==> config.mk <==
export PLATFORM = sky130hd
export DESIGN_NAME = expression_lexer
export DESIGN_NICKNAME = d
export VERILOG_FILES = /design/src/exl_pkg.sv /design/src/exl_front.sv /design/src/exl_queue.sv /design/src/exl_back.sv /design/src/expression_lexer.sv
export SDC_FILE = /design/constraint.sdc
export NUM_CORES = 1
export LEC_CHECK = 0
export BUFFER_PORTS_ARGS = -buffer_cell sky130_fd_sc_hd__buf_2
export CAP_MARGIN = 25
export CORE_MARGIN = 2
export CORE_UTILIZATION = 50
export CTS_CLUSTER_DIAMETER = 30
export DETAILED_ROUTE_END_ITERATION = 7
export PLACE_DENSITY = 0.66
export SLEW_MARGIN = 20
export SYNTH_ARGS = -nofsm -noshare
export SYNTH_HDL_FRONTEND = slang
export SYNTH_SLANG_ARGS = --single-unit
export TNS_END_PERCENT = 10
==> constraint.sdc <==
create_clock -name clk -period 9.35 [get_ports clk]
set_clock_uncertainty 0.15 [all_clocks]
set_input_delay 0.935 -clock clk [delete_from_list [all_inputs] [get_ports clk]]
set_output_delay 0.935 -clock clk [all_outputs]
set_load 0.01 [all_outputs]
==> src/exl_pkg.sv <==
// exl_pkg: shared types, character codes and token categories of the expression lexer.
// Used by every module of the block; depends on nothing.
`timescale 1ns / 1ps
package exl_pkg;

	localparam logic [7:0] CH_NUL   = 8'h00;
	localparam logic [7:0] CH_TAB   = 8'h09;
	localparam logic [7:0] CH_LF    = 8'h0A;
	localparam logic [7:0] CH_CR    = 8'h0D;
	localparam logic [7:0] CH_SPACE = 8'h20;
	localparam logic [7:0] CH_PLUS  = 8'h2B;
	localparam logic [7:0] CH_MINUS = 8'h2D;
	localparam logic [7:0] CH_STAR  = 8'h2A;
	localparam logic [7:0] CH_SLASH = 8'h2F;
	localparam logic [7:0] CH_LPAR  = 8'h28;
	localparam logic [7:0] CH_RPAR  = 8'h29;
	localparam logic [7:0] CH_CARET = 8'h5E;
	localparam logic [7:0] CH_SEMI  = 8'h3B;
	localparam logic [7:0] CH_LT    = 8'h3C;
	localparam logic [7:0] CH_GT    = 8'h3E;
	localparam logic [7:0] CH_EQ    = 8'h3D;
	localparam logic [7:0] CH_BANG  = 8'h21;
	localparam logic [7:0] CH_ZERO  = 8'h30;
	localparam logic [7:0] CH_NINE  = 8'h39;

	localparam logic [4:0] CAT_ADD  = 5'd0;
	localparam logic [4:0] CAT_SUB  = 5'd1;
	localparam logic [4:0] CAT_MUL  = 5'd2;
	localparam logic [4:0] CAT_DIV  = 5'd3;
	localparam logic [4:0] CAT_LPAR = 5'd4;
	localparam logic [4:0] CAT_RPAR = 5'd5;
	localparam logic [4:0] CAT_EXP  = 5'd6;
	localparam logic [4:0] CAT_LT   = 5'd7;
	localparam logic [4:0] CAT_LE   = 5'd8;
	localparam logic [4:0] CAT_GT   = 5'd9;
	localparam logic [4:0] CAT_GE   = 5'd10;
	localparam logic [4:0] CAT_EQ   = 5'd11;
	localparam logic [4:0] CAT_NE   = 5'd12;
	localparam logic [4:0] CAT_SEMI = 5'd13;
	localparam logic [4:0] CAT_INT  = 5'd14;
	localparam logic [4:0] CAT_ERR  = 5'd15;
	localparam logic [4:0] CAT_END  = 5'd16;

	typedef enum logic [2:0] {
		PK_NONE,
		PK_LT,
		PK_GT,
		PK_EQ,
		PK_BANG,
		PK_INT
	} pend_t;

	typedef enum logic [1:0] {
		MODE_NORMAL,
		MODE_ERROR,
		MODE_IGNORE
	} mode_t;

	typedef struct packed {
		logic [63:0] text;
		logic [3:0]  len;
	} lexbuf_t;

	typedef struct packed {
		logic [4:0]  cat;
		logic [63:0] text;
		logic [3:0]  len;
	} res_t;

	typedef struct packed {
		logic two;
		res_t r0;
		res_t r1;
	} bundle_t;

	function automatic logic is_space(logic [7:0] c);
		return c inside {CH_SPACE, CH_TAB, CH_LF, CH_CR};
	endfunction

	function automatic logic is_digit(logic [7:0] c);
		return c inside {[CH_ZERO:CH_NINE]};
	endfunction

	function automatic logic is_single(logic [7:0] c);
		return c inside {CH_PLUS, CH_MINUS, CH_STAR, CH_SLASH, CH_LPAR, CH_RPAR,
			CH_CARET, CH_SEMI};
	endfunction

	function automatic logic [4:0] single_cat(logic [7:0] c);
		logic [4:0] r;
		case (c)
			CH_PLUS:  r = CAT_ADD;
			CH_MINUS: r = CAT_SUB;
			CH_STAR:  r = CAT_MUL;
			CH_SLASH: r = CAT_DIV;
			CH_LPAR:  r = CAT_LPAR;
			CH_RPAR:  r = CAT_RPAR;
			CH_CARET: r = CAT_EXP;
			default:  r = CAT_SEMI;
		endcase
		return r;
	endfunction

	function automatic res_t mk_res(logic [4:0] cat, logic [63:0] text, logic [3:0] len);
		res_t r;
		r.cat  = cat;
		r.text = text;
		r.len  = len;
		return r;
	endfunction

	function automatic lexbuf_t buf_add(lexbuf_t b, logic [7:0] c, logic [3:0] maxv);
		lexbuf_t r;
		r = b;
		if (b.len < maxv && b.len < 4'd8) begin
			for (int i = 0; i < 8; i++) begin
				if (b.len[2:0] == 3'(i))
					r.text[8*i +: 8] = c;
			end
			r.len = b.len + 4'd1;
		end
		return r;
	endfunction

endpackage

==> src/exl_front.sv <==
// exl_front: lexer state and byte classifier; turns each accepted byte into a bundle
// of zero, one or two results. Depends on exl_pkg.
`timescale 1ns / 1ps
module exl_front #(
	parameter int MAX_LEXEME = 8,
	parameter int MAX_ERROR  = 8
) (
	input  logic              clk,
	input  logic              arst_n,
	input  logic              take,
	input  logic [7:0]        char_in,
	output logic              enq,
	output exl_pkg::bundle_t  bundle
);
	import exl_pkg::*;

	localparam logic [3:0] MaxLex = 4'(MAX_LEXEME);
	localparam logic [3:0] MaxErr = 4'(MAX_ERROR);

	pend_t   pend_q, pend_d;
	mode_t   mode_q, mode_d;
	lexbuf_t pbuf_q, pbuf_d;
	lexbuf_t ebuf_q, ebuf_d;

	res_t       res [2];
	logic [1:0] cnt;

	always_ff @(posedge clk or negedge arst_n) begin
		if (!arst_n) begin
			pend_q <= PK_NONE;
			mode_q <= MODE_NORMAL;
			pbuf_q <= '0;
			ebuf_q <= '0;
		end else if (take) begin
			pend_q <= pend_d;
			mode_q <= mode_d;
			pbuf_q <= pbuf_d;
			ebuf_q <= ebuf_d;
		end
	end

	always_comb begin
		logic       perr;
		logic       pnorm;
		logic       done;
		logic [7:0] held;
		logic [7:0] c;
		c      = char_in;
		pend_d = pend_q;
		mode_d = mode_q;
		pbuf_d = pbuf_q;
		ebuf_d = ebuf_q;
		res[0] = '0;
		res[1] = '0;
		cnt    = 2'd0;
		perr   = 1'b0;
		pnorm  = 1'b0;
		done   = 1'b0;
		held   = CH_EQ;
		case (mode_q)
			MODE_IGNORE: begin
				if (c == CH_NUL) begin
					res[0] = mk_res(CAT_END, '0, 4'd0);
					cnt    = 2'd1;
					mode_d = MODE_NORMAL;
				end
			end
			MODE_ERROR: begin
				pend_d = PK_NONE;
				if (pend_q == PK_EQ || pend_q == PK_BANG) begin
					held = (pend_q == PK_EQ) ? CH_EQ : CH_BANG;
					if (c == CH_EQ) begin
						res[0] = mk_res(CAT_ERR, ebuf_q.text, ebuf_q.len);
						cnt    = 2'd1;
						ebuf_d = '0;
						mode_d = MODE_IGNORE;
					end else begin
						ebuf_d = buf_add(ebuf_q, held, MaxErr);
						perr   = 1'b1;
					end
				end else begin
					perr = 1'b1;
				end
			end
			default: begin
				pend_d = PK_NONE;
				case (pend_q)
					PK_INT: begin
						if (is_digit(c)) begin
							if (pbuf_q.len < MaxLex && pbuf_q.len < 4'd8) begin
								pbuf_d = buf_add(pbuf_q, c, MaxLex);
							end else begin
								res[0] = mk_res(CAT_INT, pbuf_q.text, pbuf_q.len);
								cnt    = 2'd1;
								pbuf_d = '{text: {56'd0, c}, len: 4'd1};
							end
							pend_d = PK_INT;
							done   = 1'b1;
						end else begin
							res[0] = mk_res(CAT_INT, pbuf_q.text, pbuf_q.len);
							cnt    = 2'd1;
							pbuf_d = '0;
						end
					end
					PK_LT, PK_GT: begin
						held = (pend_q == PK_LT) ? CH_LT : CH_GT;
						if (c == CH_EQ) begin
							res[0] = mk_res((pend_q == PK_LT) ? CAT_LE : CAT_GE,
								{48'd0, CH_EQ, held}, 4'd2);
							done = 1'b1;
						end else begin
							res[0] = mk_res((pend_q == PK_LT) ? CAT_LT : CAT_GT,
								{56'd0, held}, 4'd1);
						end
						cnt = 2'd1;
					end
					PK_EQ, PK_BANG: begin
						held = (pend_q == PK_EQ) ? CH_EQ : CH_BANG;
						if (c == CH_EQ) begin
							res[0] = mk_res((pend_q == PK_EQ) ? CAT_EQ : CAT_NE,
								{48'd0, CH_EQ, held}, 4'd2);
							cnt    = 2'd1;
						end else begin
							mode_d = MODE_ERROR;
							ebuf_d = buf_add('0, held, MaxErr);
							perr   = 1'b1;
						end
						done = 1'b1;
					end
					default: ;
				endcase
				pnorm = !done;
			end
		endcase

		if (pnorm) begin
			if (c == CH_NUL) begin
				res[cnt[0]] = mk_res(CAT_END, '0, 4'd0);
				cnt         = cnt + 2'd1;
			end else if (is_space(c)) begin
			end else if (is_single(c)) begin
				res[cnt[0]] = mk_res(single_cat(c), {56'd0, c}, 4'd1);
				cnt         = cnt + 2'd1;
			end else if (c == CH_LT) begin
				pend_d = PK_LT;
			end else if (c == CH_GT) begin
				pend_d = PK_GT;
			end else if (c == CH_EQ) begin
				pend_d = PK_EQ;
			end else if (c == CH_BANG) begin
				pend_d = PK_BANG;
			end else if (is_digit(c)) begin
				pend_d = PK_INT;
				pbuf_d = '{text: {56'd0, c}, len: 4'd1};
			end else begin
				mode_d = MODE_ERROR;
				pend_d = PK_NONE;
				ebuf_d = buf_add('0, c, MaxErr);
			end
		end

		if (perr) begin
			if (c == CH_NUL) begin
				res[cnt[0]] = mk_res(CAT_ERR, ebuf_d.text, ebuf_d.len);
				res[1]      = mk_res(CAT_END, '0, 4'd0);
				cnt         = 2'd2;
				ebuf_d      = '0;
				mode_d      = MODE_NORMAL;
			end else if (is_space(c)) begin
			end else if (c == CH_EQ || c == CH_BANG) begin
				pend_d = (c == CH_EQ) ? PK_EQ : PK_BANG;
			end else if (is_single(c) || c == CH_LT || c == CH_GT || is_digit(c)) begin
				res[cnt[0]] = mk_res(CAT_ERR, ebuf_d.text, ebuf_d.len);
				cnt         = cnt + 2'd1;
				ebuf_d      = '0;
				pend_d      = PK_NONE;
				mode_d      = MODE_IGNORE;
			end else begin
				ebuf_d = buf_add(ebuf_d, c, MaxErr);
			end
		end

		enq        = take && (cnt != 2'd0);
		bundle.two = (cnt == 2'd2);
		bundle.r0  = res[0];
		bundle.r1  = res[1];
	end

endmodule

==> src/exl_queue.sv <==
// exl_queue: four-entry queue of result bundles between the lexer front and the output
// back end. Depends on exl_pkg.
`timescale 1ns / 1ps
module exl_queue (
	input  logic              clk,
	input  logic              arst_n,
	input  logic              enq,
	input  exl_pkg::bundle_t  enq_data,
	input  logic              deq,
	output exl_pkg::bundle_t  head,
	output logic              qempty,
	output logic              qfull
);
	import exl_pkg::*;

	bundle_t    mem_q [4];
	logic [1:0] wptr_q, rptr_q;
	logic [2:0] count_q;

	logic do_enq, do_deq;

	assign qempty = (count_q == 3'd0);
	assign qfull  = (count_q == 3'd4);
	assign do_enq = enq && !qfull;
	assign do_deq = deq && !qempty;
	assign head   = mem_q[rptr_q];

	always_ff @(posedge clk) begin
		if (do_enq)
			mem_q[wptr_q] <= enq_data;
	end

	always_ff @(posedge clk or negedge arst_n) begin
		if (!arst_n) begin
			wptr_q  <= 2'd0;
			rptr_q  <= 2'd0;
			count_q <= 3'd0;
		end else begin
			if (do_enq)
				wptr_q <= wptr_q + 2'd1;
			if (do_deq)
				rptr_q <= rptr_q + 2'd1;
			case ({do_enq, do_deq})
				2'b10:   count_q <= count_q + 3'd1;
				2'b01:   count_q <= count_q - 3'd1;
				default: count_q <= count_q;
			endcase
		end
	end

endmodule

==> src/exl_back.sv <==
// exl_back: splits queued bundles into single results and holds the oldest in an output
// register until popped. Depends on exl_pkg.
`timescale 1ns / 1ps
module exl_back (
	input  logic              clk,
	input  logic              arst_n,
	input  exl_pkg::bundle_t  head,
	input  logic              qempty,
	output logic              deq,
	input  logic              pop,
	output logic              empty,
	output logic [4:0]        category,
	output logic [63:0]       lexeme_text,
	output logic [3:0]        lexeme_length,
	output logic              last_of_run
);
	import exl_pkg::*;

	res_t out_q;
	logic last_q;
	logic valid_q;
	logic sel_q;
	logic load;
	logic first_of_two;

	assign load         = !valid_q || pop;
	assign first_of_two = !sel_q && head.two;
	assign deq          = load && !qempty && !first_of_two;

	always_ff @(posedge clk or negedge arst_n) begin
		if (!arst_n) begin
			valid_q <= 1'b0;
			sel_q   <= 1'b0;
		end else if (load) begin
			valid_q <= !qempty;
			if (!qempty)
				sel_q <= first_of_two;
		end
	end

	always_ff @(posedge clk) begin
		if (load && !qempty) begin
			out_q  <= sel_q ? head.r1 : head.r0;
			last_q <= !first_of_two;
		end
	end

	assign empty         = !valid_q;
	assign category      = out_q.cat;
	assign lexeme_text   = out_q.text;
	assign lexeme_length = out_q.len;
	assign last_of_run   = last_q;

endmodule

==> src/expression_lexer.sv <==
// expression_lexer: top level of the streaming expression lexer.
// Instantiates exl_front, exl_queue and exl_back; depends on exl_pkg.
//
// Usage:
//   Input is a queue-style write side: drive char_in with push high; the byte is
//   taken on a rising edge with full low. One byte per cycle is taken while the
//   internal bundle queue has room. Byte 0 ends a line.
//   Results are a queue-style read side: while empty is low, the oldest token sits
//   on category, lexeme_text, lexeme_length and last_of_run; pulse pop to take it.
//   A byte yields zero, one or two results; last_of_run marks the final one.
//   A taken byte's results pass through the bundle queue into the output register.
//   Throughput: one byte per cycle in while the queue has room, one result per cycle
//   out while pop is held; a byte that yields two results takes the single output
//   register in exl_back once for each of them.
//   A stalled reader holds the current result; the four-entry bundle queue fills
//   and then full rises until pop frees an entry.
//   Reset (arst_n low) clears the lexer state to normal scanning with nothing
//   pending and empties the queue and output register.
`timescale 1ns / 1ps
module expression_lexer #(
	parameter int MAX_LEXEME = 8,
	parameter int MAX_ERROR  = 8
) (
	input  logic        clk,
	input  logic        arst_n,
	input  logic        push,
	output logic        full,
	input  logic [7:0]  char_in,
	output logic        empty,
	input  logic        pop,
	output logic [4:0]  category,
	output logic [63:0] lexeme_text,
	output logic [3:0]  lexeme_length,
	output logic        last_of_run
);
	import exl_pkg::*;

	bundle_t fbundle;
	bundle_t head;
	logic    enq;
	logic    deq;
	logic    qempty;
	logic    qfull;
	logic    take;

	assign full = qfull;
	assign take = push && !qfull;

	exl_front #(
		.MAX_LEXEME(MAX_LEXEME),
		.MAX_ERROR (MAX_ERROR)
	) u_front (
		.clk    (clk),
		.arst_n (arst_n),
		.take   (take),
		.char_in(char_in),
		.enq    (enq),
		.bundle (fbundle)
	);

	exl_queue u_queue (
		.clk     (clk),
		.arst_n  (arst_n),
		.enq     (enq),
		.enq_data(fbundle),
		.deq     (deq),
		.head    (head),
		.qempty  (qempty),
		.qfull   (qfull)
	);

	exl_back u_back (
		.clk          (clk),
		.arst_n       (arst_n),
		.head         (head),
		.qempty       (qempty),
		.deq          (deq),
		.pop          (pop),
		.empty        (empty),
		.category     (category),
		.lexeme_text  (lexeme_text),
		.lexeme_length(lexeme_length),
		.last_of_run  (last_of_run)
	);

endmodule

## Word-level counts from Yosys, hierarchy flattened

Memories as Yosys holds them, arrays and structs flattened.
Index checks and enable logic that the tools add are counted.
Widths: inputs -> output; s select.

- Output and inout bits: 76
- Input port bits: 12
- Bits in registers: 224
- Memory bits (writable): 588
- Word-level logic and storage cells: 281
- Memories kept: 1

- Bitwise gates (word level): 6
- Eq/ne operators: 48
- Mux-type cells: 158
- $add $sub $neg: 9
- Reduce and logical (&&, ||, !) cells: 35
- Order comparisons: 9

Memories:

| name | depth | width | rd ports | clocked after Yosys merged registers in | wr ports | line | RTL |
|---|---|---|---|---|---|---|---|
| u_queue.mem_q | 4 | 147 | 1 | 0 | 1 | exl_queue.sv:16 | `bundle_t mem_q [4];` |

Operator list:

| operator | count |
|---|---|
| $mux 68 | 33 |
| $mux 146 | 9 |
| $mux 73 | 7 |
| $bwmux 146 | 2 |
| $pmux 73 s3 | 1 |
| $mux 72 | 3 |
| $mux 8 | 24 |
| $demux 73 s1 | 2 |
| $pmux 73 s2 | 1 |
| $and 144x144->144 | 1 |
| $not 144->144 | 1 |
| $pmux 68 s2 | 1 |
| $eq 8x6->1 const B | 12 |
| $mux 2 | 31 |
| $mux 3 | 17 |
| $eq 3x3->1 const B | 15 |
| $pmux 4 s7 | 1 |
| $mux 5 | 5 |
| $eq 3x2->1 const B | 8 |
| $eq 8x4->1 const B | 3 |
| $mux 1 | 13 |
| $add 4x1->4 const B | 3 |
| $eq 3x1->1 const B | 4 |
| $logic_not 3->1 | 4 |
| other kinds (29) | 64 |

## Longest topological paths before layout

Gate-level depths: netlist (run 1).

- Depth after elaboration: 24
- Gate-level depth with buffers: 19
- Mapped depth without buffers: 19

## Modules after synthesis

A second synthesis (run 1) with hierarchy kept.

- Cell total of the unflattened synthesis: 2242
- Area, all modules: 35930.7 µm²

Modules (own cells, without submodules):

| module | area an instance (µm²) | seq. area each (µm²) | cells each | times used |
|---|---|---|---|---|
| exl_queue | 21633.2 | 17832.1 | 805 | 1 |
| exl_front | 10839.1 | 3528.4 | 1271 | 1 |
| exl_back | 3444.6 | 2272.2 | 165 | 1 |
| expression_lexer | 13.8 | 0.0 | 1 | 1 |

## Worst setup path after synthesis (run 1)

Ideal clock, no wire load.

- Path kind: input-to-reg
- From: input char_in[1]
- To: memory u_queue.mem_q[0][0] (netlist bit), enable pin
- Setup slack: 2191 ps
- Buffers on the path: 1
- Arrival time: 6485 ps
- Setup time: 524 ps
- Stages on the path: 12
- Data required time: 8676 ps
- Cell sequence: buf_2 > o21a_1 > o311ai_2 > a31oi_1 > nor2_4 > inv_2 > ha_1 > nor2_1 > and3_1 > a311o_2 > a31oi_2 > and2_1

- Word-level cells in the longest chain between the ends: 21
- Elaborated cells on any way between the ends: 58
- Classes of those cells: add/sub (2); order compare (2); eq/ne (16); mux (26); reduce/logical (12)

Ends and longest elaborated chain:

| item | line | RTL |
|---|---|---|
| start, declared | expression_lexer.sv:28 | `input logic [7:0] char_in,` |
| $ge 8x6->1 or $le 8x6->1 (tied branches) | exl_pkg.sv:81 | `return c inside {[CH_ZERO:CH_NINE]};` |
| $logic_and 1x1->1 | exl_pkg.sv:81 |  |
| $mux 1 | exl_front.sv:89 | `if (is_digit(c)) begin` |
| $pmux 2 s3 | exl_front.sv:87 | `case (pend_q)` |
| $pmux 2 s2 | exl_front.sv:60 | `case (mode_q)` |
| $add 2x1->2 | exl_front.sv:139, exl_front.sv:143 |  |
| $mux 2 | exl_front.sv:141 | `end else if (is_single(c)) begin` |
| $mux 2 | exl_front.sv:140 | `end else if (is_space(c)) begin` |
| [5 not listed] | n/a |  |
| $mux 2 | exl_front.sv:169 | `end else if (is_space(c)) begin` |
| $mux 2 | exl_front.sv:163 | `if (c == CH_NUL) begin` |
| $mux 2 (*) | exl_front.sv:162 | `if (perr) begin` |
| $reduce_bool 2->1 (*) | exl_front.sv:183 | `enq = take && (cnt != 2'd0);` |
| $logic_and 1x1->1 (*) | exl_front.sv:183 |  |
| $logic_and 1x1->1 (*) | exl_queue.sv:24 | `assign do_enq = enq && !qfull;` |
| $mux 1 (*) | exl_queue.sv:29 | `if (do_enq)` |
| $mux 1 (not written as such) (*) | exl_queue.sv:30 | `mem_q[wptr_q] <= enq_data;` |
| end, declared | exl_queue.sv:16 |  |

Every way passes the cells marked *; elsewhere a longest branch is shown, timed or not. The select of a mux whose other input is x is not followed.

## Final worst setup path (run 1)

- From: register u_front.pend_q[0]
- To: memory u_queue.mem_q[1][3] (netlist bit), enable pin

- Word-level cells in the longest chain between the ends: 20
- Elaborated cells on any way between the ends: 34
- Classes of those cells: add/sub (2); eq/ne (5); mux (20); reduce/logical (7)

Ends and longest elaborated chain:

| item | line | RTL |
|---|---|---|
| start, declared | exl_front.sv:20 | `pend_t pend_q, pend_d;` |
| start signal, assigned | exl_front.sv:35 | `pend_q <= pend_d;` |
| $eq 3x3->1, or another cell as far along | exl_front.sv:70, exl_front.sv:87 |  |
| $reduce_or 2->1 or $logic_or 1x1->1 (tied branches) | exl_front.sv:87, exl_front.sv:70 |  |
| $pmux 2 s3 or $mux 2 (tied branches) | exl_front.sv:87, exl_front.sv:70 |  |
| $pmux 2 s2 | exl_front.sv:60 |  |
| $add 2x1->2 | exl_front.sv:139, exl_front.sv:143 |  |
| $mux 2 | exl_front.sv:141 |  |
| $mux 2 | exl_front.sv:140 |  |
| $mux 2 | exl_front.sv:137 | `if (c == CH_NUL) begin` |
| [4 not listed] | n/a |  |
| $mux 2 | exl_front.sv:169 |  |
| $mux 2 | exl_front.sv:163 |  |
| $mux 2 (*) | exl_front.sv:162 |  |
| $reduce_bool 2->1 (*) | exl_front.sv:183 |  |
| $logic_and 1x1->1 (*) | exl_front.sv:183 |  |
| $logic_and 1x1->1 (*) | exl_queue.sv:24 |  |
| $mux 1 (*) | exl_queue.sv:29 |  |
| $mux 1 (not written as such) (*) | exl_queue.sv:30 |  |

Marks and branches as above.

==> results_dict.tcl, run 1 <==
set metrics [dict create \
    post_cts.resized_instances 0 \
    detail_route.vias_per_cell 5.88 \
    cts_max_level 4 \
    synth_ff_type "sky130_fd_sc_hd__edfxtp_1" \
    fin_hold_ws_ns 0.150 \
    postSynthCellCount 2210 \
    groute.layer.met1.usage 0.351 \
    global_routing_s_busiest_layer "met2" \
    r2r-end "u_queue.mem_q[1][3]$_DFFE_PP_" \
    fin_area_um2 41800 \
    num-fill-cells 5003 \
    numClockSinks 812 \
    area_taken_by_multi_input_logic_gates_um2 11000 \
    sequential_cell_area_um2 23600 \
    cell_area_after_synthesis_um2 34400 \
    synth_async_sr_flop_share 0.185 \
    p_leak_nw 15.8 \
    clock_insertion_delay_worst_skew_ns 0.71 \
    ys_seq_elements 812 \
    layout_worst_path_cycle_share 0.603 \
    die_y_um 266 \
    ir_worst_vdd_mv 0.240 \
    yosys.area_share.xor_xnor 0.00204 \
    synth.lib_cells_used.distinct 102 \
    grt_antenna_before_repair 0 \
    io-pin-count 88 \
    finalPower_mw 14.5 \
    drt_antenna_net_count 0 \
    path_class "register to register" \
    worstPathRequired_ns 9.53 \
    cts-hold-fix-buffers 0 \
    worst-slew-pin-transition_ns 1.22 \
    diodes 0 \
    worst-endpoint-arrival_ns 5.82 \
    worst-path-max-fanout 94 \
    clk_root_buf "sky130_fd_sc_hd__clkbuf_16" \
    synth_adder_area_share 0.0104 \
    io_buffers 87 \
    power_density_nw_per_um2 348 \
    drc_errors 0 \
    synth.area.mux_share 0.102 \
    die-area_um2 70900 \
    synth_seq_area_share 0.687 \
    synth-simple-area-share 0.0762 \
    initial_cell_density_of_the_core 0.503 \
    hp-class "input port to async pin" \
    die_x_um 266 \
    netlist.top_cell.by_area "sky130_fd_sc_hd__edfxtp_1" \
    grt_pass1_wl_um 135000 \
    worst-r2r-setup-slack_ns 3.71 \
    grt_usage 0.257 \
    syn2layout_area_growth_pct 21.4 \
    ys.warnings.count 0 \
    post_synth_main_area_contributors "sky130_fd_sc_hd__edfxtp_1 58%, sky130_fd_sc_hd__dfrtp_1 11%, sky130_fd_sc_hd__mux4_2 9.6%" \
    core_um2 68300 \
    cts_setup_buffers 0 \
    dominant_combinational_cell_family_by_area_after_synthesis "multiplexers" \
    count_of_final_max_slew_check_failures 0 \
    number_of_standard_cells_in_the_layout_taps_in_and_fillers_out 3587 \
    layout.nets 2624 \
    met2_usage 0.404 \
    critical_path.startpoint_type "register" \
    setup_viol 0 \
    wirelength_um 89400 \
    place_inst 3315 \
    tritoncts "yes" \
    synth_compound_gate_area_share 0.100 \
    critical_path.reg2reg.startpoint "u_front.pend_q[0]$_DFFE_PN0P_" \
    number_of_global_route_vias_before_repair 21952 \
    postPlaceCellArea_um2 36600 \
    max_slew_margin 0.185 \
    final.min_clock_period_ns 5.64 \
    wl_per_cell_um 24.9 \
    hold_viol_final 0 \
    cts_made_buffers 148 \
    status "finished, final reports clean" \
    vias 21105 \
    grt_use_met3 0.0589 \
    count_of_routing_violations_after_the_opening_detailed_route_iteration 2082 \
    syn_avg_cell_area_um2 15.6 \
    first_pass_iters 6 \
    r2r_cells 12 \
    grt_start_max_net_pins 95 \
    tns_ns 0 \
    drive_above_1_share 0.220 \
    synth_enable_flop_cells 662 \
    max-cap-violations 0 \
    rsz_0062_raised_after_global_routing "false" \
    cp-end-kind "register" \
    synth_top_area_share 0.578 \
    max_clock_freq_mhz 177 \
    finalWeightedCongestion 0.984 \
    rows 96 \
    grt_remaining_overflow 0 \
    cts.reportedPaths.clkPinSlew_ns 0.04 \
    cts.path.max_buffers 3 \
    detailedPlacementHpwl_um 54900 \
]
-- cell usage in the layout (no fill, tap or decap), types with 11 or more instances in the layout --
master                       netlist  routed
sky130_fd_sc_hd__conb_1            1     240
sky130_fd_sc_hd__buf_2            22      87
sky130_fd_sc_hd__clkbuf_1         71      13
sky130_fd_sc_hd__clkinvlp_4        0      12
sky130_fd_sc_hd__a22o_1           72      72
sky130_fd_sc_hd__mux2i_1          12      12
sky130_fd_sc_hd__nand2_1         324     324
sky130_fd_sc_hd__clkbuf_16         0     151
sky130_fd_sc_hd__nand3_1          20      20
sky130_fd_sc_hd__o21ai_0          62      62
sky130_fd_sc_hd__nand4_1          11      11
sky130_fd_sc_hd__nor2_1           68      66
sky130_fd_sc_hd__mux4_2          147     147
sky130_fd_sc_hd__a221o_1          22      22
sky130_fd_sc_hd__inv_6             0      14
sky130_fd_sc_hd__nand2b_1         15      14
sky130_fd_sc_hd__a22oi_1          33      33
sky130_fd_sc_hd__buf_4             9      30
sky130_fd_sc_hd__a21o_1           24      24
sky130_fd_sc_hd__a21oi_1          64      64
sky130_fd_sc_hd__edfxtp_1        662     662
sky130_fd_sc_hd__o21ai_1          16      15
sky130_fd_sc_hd__ha_1             27      27
sky130_fd_sc_hd__a32o_1           16      16
sky130_fd_sc_hd__clkinv_4          0      15
sky130_fd_sc_hd__o21a_1           15      15
sky130_fd_sc_hd__clkinv_1          0      19
sky130_fd_sc_hd__nor3_1           32      32
sky130_fd_sc_hd__a211oi_1         12      11
sky130_fd_sc_hd__and2_1           27      23
sky130_fd_sc_hd__bufinv_16         0      22
sky130_fd_sc_hd__dfrtp_1         150     147
sky130_fd_sc_hd__o221ai_1         16      16
sky130_fd_sc_hd__inv_1            34      32
sky130_fd_sc_hd__clkinv_2          0      20
-- state kept, by name, indices dropped and copies added (netlist names) --
name,flops
u_back.category,5
u_back.last_of_run,1
u_back.lexeme_length,4
u_back.lexeme_text,64
u_back.sel_q,1
u_back.valid_q,1
u_front.ebuf_q,68
u_front.mode_q,2
u_front.pbuf_q,68
u_front.pend_q,3
u_queue.count_q,3
u_queue.mem_q,588
u_queue.rptr_q,2
u_queue.wptr_q,2
-- worst max-delay path: stages (launching register included) --
cell,delay [ns]
sky130_fd_sc_hd__dfrtp_1,0.61
sky130_fd_sc_hd__o21ba_1,0.33
sky130_fd_sc_hd__o21ai_2,0.76
sky130_fd_sc_hd__a31oi_1,0.21
sky130_fd_sc_hd__nor2_4,0.25
sky130_fd_sc_hd__inv_2,0.09
sky130_fd_sc_hd__ha_1,0.27
sky130_fd_sc_hd__nor2_1,0.04
sky130_fd_sc_hd__and3_1,0.19
sky130_fd_sc_hd__a311o_2,0.40
sky130_fd_sc_hd__a31oi_2,0.40
sky130_fd_sc_hd__and2_4,0.80
sky130_fd_sc_hd__buf_12,0.46
-- through the flow --
step / util / setup slack [ns]
floorplan: - / 2.19
global placement: 0.536 / 3.41
detailed placement: 0.536 / 3.39
global route: 0.611 / 3.46
finish: 0.611 / 3.71
CTS: 0.611 / 3.74
-- cell families (layout without fill, tap and decap cells) --
family	Yosys count	count (layout)
other cells	1	240
xor+xnor	8	8
mux	167	167
buf+inv	177	433
compound gates	447	447
flops	812	812
simple gates	570	570
fa+ha+maj	28	28
-- cells in the mapped netlist (all sizes together), types with 20 or more instances --
cell type and n:
clkbuf 71, nor3 34, edfxtp 662, mux4 147, nor2 75, a21o 24
and2 28, a22o 72, a221o 22, ha 27, nand2 328, o21ai 85
inv 39, a21oi 66, nand3 20, buf 67, dfrtp 150, a22oi 33
-- area by class of cell --
class | instances | share of cell area
multi-input cells | 1460 | 0.263
repair buffers | 123 | 0.0187
clock buffers | 164 | 0.0916
well taps | 882 | 0.0264
clock inverters | 107 | 0.0307
flip-flops and latches | 812 | 0.566
inverters | 39 | 0.00359
-- power by group --
group	internal, mW	switching (mW)
clock network	3.58	1.82
logic	1.44	2.60
registers	4.78	0.309
total	9.80	4.73
-- layer usage --
layer,up-vias,share of wire
li1,9243,-
met1,10764,0.41
met2,894,0.48
met3,204,0.072
met4,0,0.033
met5,-,0
-- worst max path at each step --
stage                                              from                         endpoint  slack (ns)  cells past startpoint
after CTS                 u_front.pend_q[2]$_DFFE_PN0P_   u_queue.mem_q[0][26]$_DFFE_PP_        3.74                     13
after global placement                       char_in[1]    u_queue.mem_q[1][3]$_DFFE_PP_        3.41                     15
after floorplan                              char_in[1]    u_queue.mem_q[0][0]$_DFFE_PP_        2.19                     12
final                     u_front.pend_q[0]$_DFFE_PN0P_    u_queue.mem_q[1][3]$_DFFE_PP_        3.71                     12
after global routing      u_front.pend_q[0]$_DFFE_PN0P_  u_queue.mem_q[1][144]$_DFFE_PP_        3.46                     12
after detailed placement                     char_in[1]   u_queue.mem_q[0][51]$_DFFE_PP_        3.39                     15
Power figures use the tool's default switching activity.
==> inputs of run 2 (changes only) <==
Clock period 9.35 ns to 5.23 ns, I/O delays scaled along.
==> run 2 against run 1 <==
  * Combinational power increased by 87%
  * Die area unchanged
  * Maximum frequency increased by 24%
  * Wire length increased by 1.6%
  * Cell count increased by 1.5%
  * Register-to-register slack got worse by 3.0 ns
  * Non-clock buffer count increased by 49
  * Flip-flop and latch count unchanged
  * Global-route usage increased by 0.50 points
  * Critical path type unchanged
  * Highest routed layer is now met5
==> results_dict.tcl, run 2 (synthesized netlist as in run 1, its figures left out) <==
set metrics [dict create \
    path_class "register to register" \
    first_pass_iters 6 \
    drt_antenna_net_count 0 \
    place_inst 3362 \
    cts_setup_buffers 0 \
    max-cap-violations 0 \
    timing.critical_path.cells "and3b_1 > o2111ai_1 > o21ai_1 > nor2_4 > inv_2 > ha_1 > nor2_1 > and3_1 > a311o_2 > a31oi_2 > buf_4 > and2_4 > buf_4" \
    worst-path-buf-inv 3 \
    worst-slew-pin-transition_ns 1.13 \
    core_um2 68300 \
    ir_worst_vdd_mv 0.422 \
    final.min_clock_period_ns 4.56 \
    fin_area_um2 42400 \
    initial_cell_density_of_the_core 0.503 \
    grt_antenna_before_repair 1 \
    io-pin-count 88 \
    cts.reportedPaths.clkPinSlew_ns 0.04 \
    layout.nets 2673 \
    most-common-layout-cells "662 x sky130_fd_sc_hd__edfxtp_1, 324 x sky130_fd_sc_hd__nand2_1, 240 x sky130_fd_sc_hd__conb_1" \
    clock_insertion_delay_worst_skew_ns 0.72 \
    rsz_0062_raised_after_global_routing "false" \
    status "finished, final reports clean" \
    wirelength_um 90900 \
    clk_root_buf "sky130_fd_sc_hd__clkbuf_16" \
    max_clock_freq_mhz 219 \
    hp-class "input port to register" \
    io_buffers 87 \
    setup_slack_ns 0.671 \
    cts_max_level 4 \
    fin_hold_ws_ns 0.0678 \
    die_y_um 266 \
    grt_pass1_wl_um 138000 \
    count_of_final_max_slew_check_failures 0 \
    number_of_global_route_vias_before_repair 22209 \
    largest_register_ffs 588 \
    largest_register "u_queue.mem_q" \
    finalWeightedCongestion 0.977 \
    worstPathRequired_ns 5.46 \
    diodes 0 \
    max_slew_margin 0.248 \
    die-area_um2 70900 \
    cts_made_buffers 148 \
    tritoncts "yes" \
    crit_family "simple AND/OR/NAND/NOR gates" \
    worst-path-max-fanout 19 \
    setup_viol 0 \
    detail_route.vias_per_cell 5.87 \
    power_density_nw_per_um2 623 \
    wl_per_cell_um 25.0 \
    preCtsSetupSlack_ns 0.504 \
    tns_ns 0 \
    critical_path.startpoint_type "register" \
    number_of_standard_cells_in_the_layout_taps_in_and_fillers_out 3641 \
    cp-end-kind "register" \
    grt_start_max_net_pins 148 \
    rows 96 \
    layout_worst_path_cycle_share 0.872 \
    p_leak_nw 16.2 \
    grt_remaining_overflow 0 \
    postPlaceCellArea_um2 37100 \
    detailedPlacementHpwl_um 56800 \
    count_of_routing_violations_after_the_opening_detailed_route_iteration 2269 \
    layout_commonest_cell "sky130_fd_sc_hd__edfxtp_1" \
    worst-endpoint-arrival_ns 4.79 \
    drive_above_1_share 0.235 \
    reg.largest.list "u_queue.mem_q x588, u_front.ebuf_q x68, u_front.pbuf_q x68" \
    drc_errors 0 \
    vias 21355 \
    cts-hold-fix-buffers 3 \
    die_x_um 266 \
    cts.path.max_buffers 3 \
    syn2layout_area_growth_pct 23.3 \
    worst_path_most_repeated_cell "sky130_fd_sc_hd__buf_4" \
    hold_viol_final 0 \
    slowest_delay_ns 0.62 \
    numClockSinks 812 \
    post_cts.resized_instances 0 \
    master_of_the_slowest_instance_on_the_critical_path "sky130_fd_sc_hd__dfrtp_1" \
    grt_usage 0.262 \
]
## run 2: worst paths after layout
path	from	endpoint	slack, ns	cells after the start
worst max-delay path	u_front.pend_q[0]$_DFFE_PN0P_	u_queue.mem_q[2][55]$_DFFE_PP_	0.67	13
worst max register to register	u_front.pend_q[0]$_DFFE_PN0P_	u_queue.mem_q[2][55]$_DFFE_PP_	0.67	13
min in group asynchronous	arst_n	u_front.pbuf_q[1]$_DFFE_PN0P_	0.24	2
worst min register to register	u_front.pbuf_q[64]$_DFFE_PN0P_	u_front.pbuf_q[64]$_DFFE_PN0P_	0.33	1
max in group asynchronous	arst_n	u_front.ebuf_q[45]$_DFFE_PN0P_	3.48	3
worst min-delay path	char_in[7]	u_front.ebuf_q[19]$_DFFE_PN0P_	0.07	2
## run 2: layer usage
metal  track usage  part of all wire
met1         0.357              0.41
met2         0.405              0.47
met3        0.0689             0.082
met4         0.108             0.036
met5             0           0.00014
## run 2: cell type report
| class | instances | area [um^2] |
|---|---|---|
| fill | 4962 | 25900 |
| sequential | 812 | 23600 |
| multi-input combinational | 1460 | 11000 |
| clock buffer | 175 | 3980 |
| clock inverter | 101 | 1300 |
| timing repair buffer | 172 | 1270 |
| tap | 882 | 1100 |
| inverter | 39 | 150 |
## run 2: worst register-to-register path: stages, from the launching register on
cell and delay, ns:
sky130_fd_sc_hd__dfrtp_1 0.62, sky130_fd_sc_hd__and3b_1 0.43, sky130_fd_sc_hd__o2111ai_1 0.28, sky130_fd_sc_hd__o21ai_1 0.17
sky130_fd_sc_hd__nor2_4 0.25, sky130_fd_sc_hd__inv_2 0.09, sky130_fd_sc_hd__ha_1 0.28, sky130_fd_sc_hd__nor2_1 0.04
sky130_fd_sc_hd__and3_1 0.19, sky130_fd_sc_hd__a311o_2 0.40, sky130_fd_sc_hd__a31oi_2 0.33, sky130_fd_sc_hd__buf_4 0.23
sky130_fd_sc_hd__and2_4 0.40, sky130_fd_sc_hd__buf_4 0.37
## run 2: where the power goes
part / internal, mW / leakage (nW) / total (mW) / switching (mW)
Combinational: 2.74 / 5.42 / 7.55 / 4.82
Clock: 6.54 / 2.55 / 9.87 / 3.33
Sequential: 8.53 / 8.20 / 9.01 / 0.484
## run 2: metrics by stage
stage	total power, mW	utilization
finish	26.4	0.621
global route	27.5	0.621
CTS	26.6	0.621
detailed placement	16.6	0.543
global placement	16.6	0.543
floorplan	14.0	-
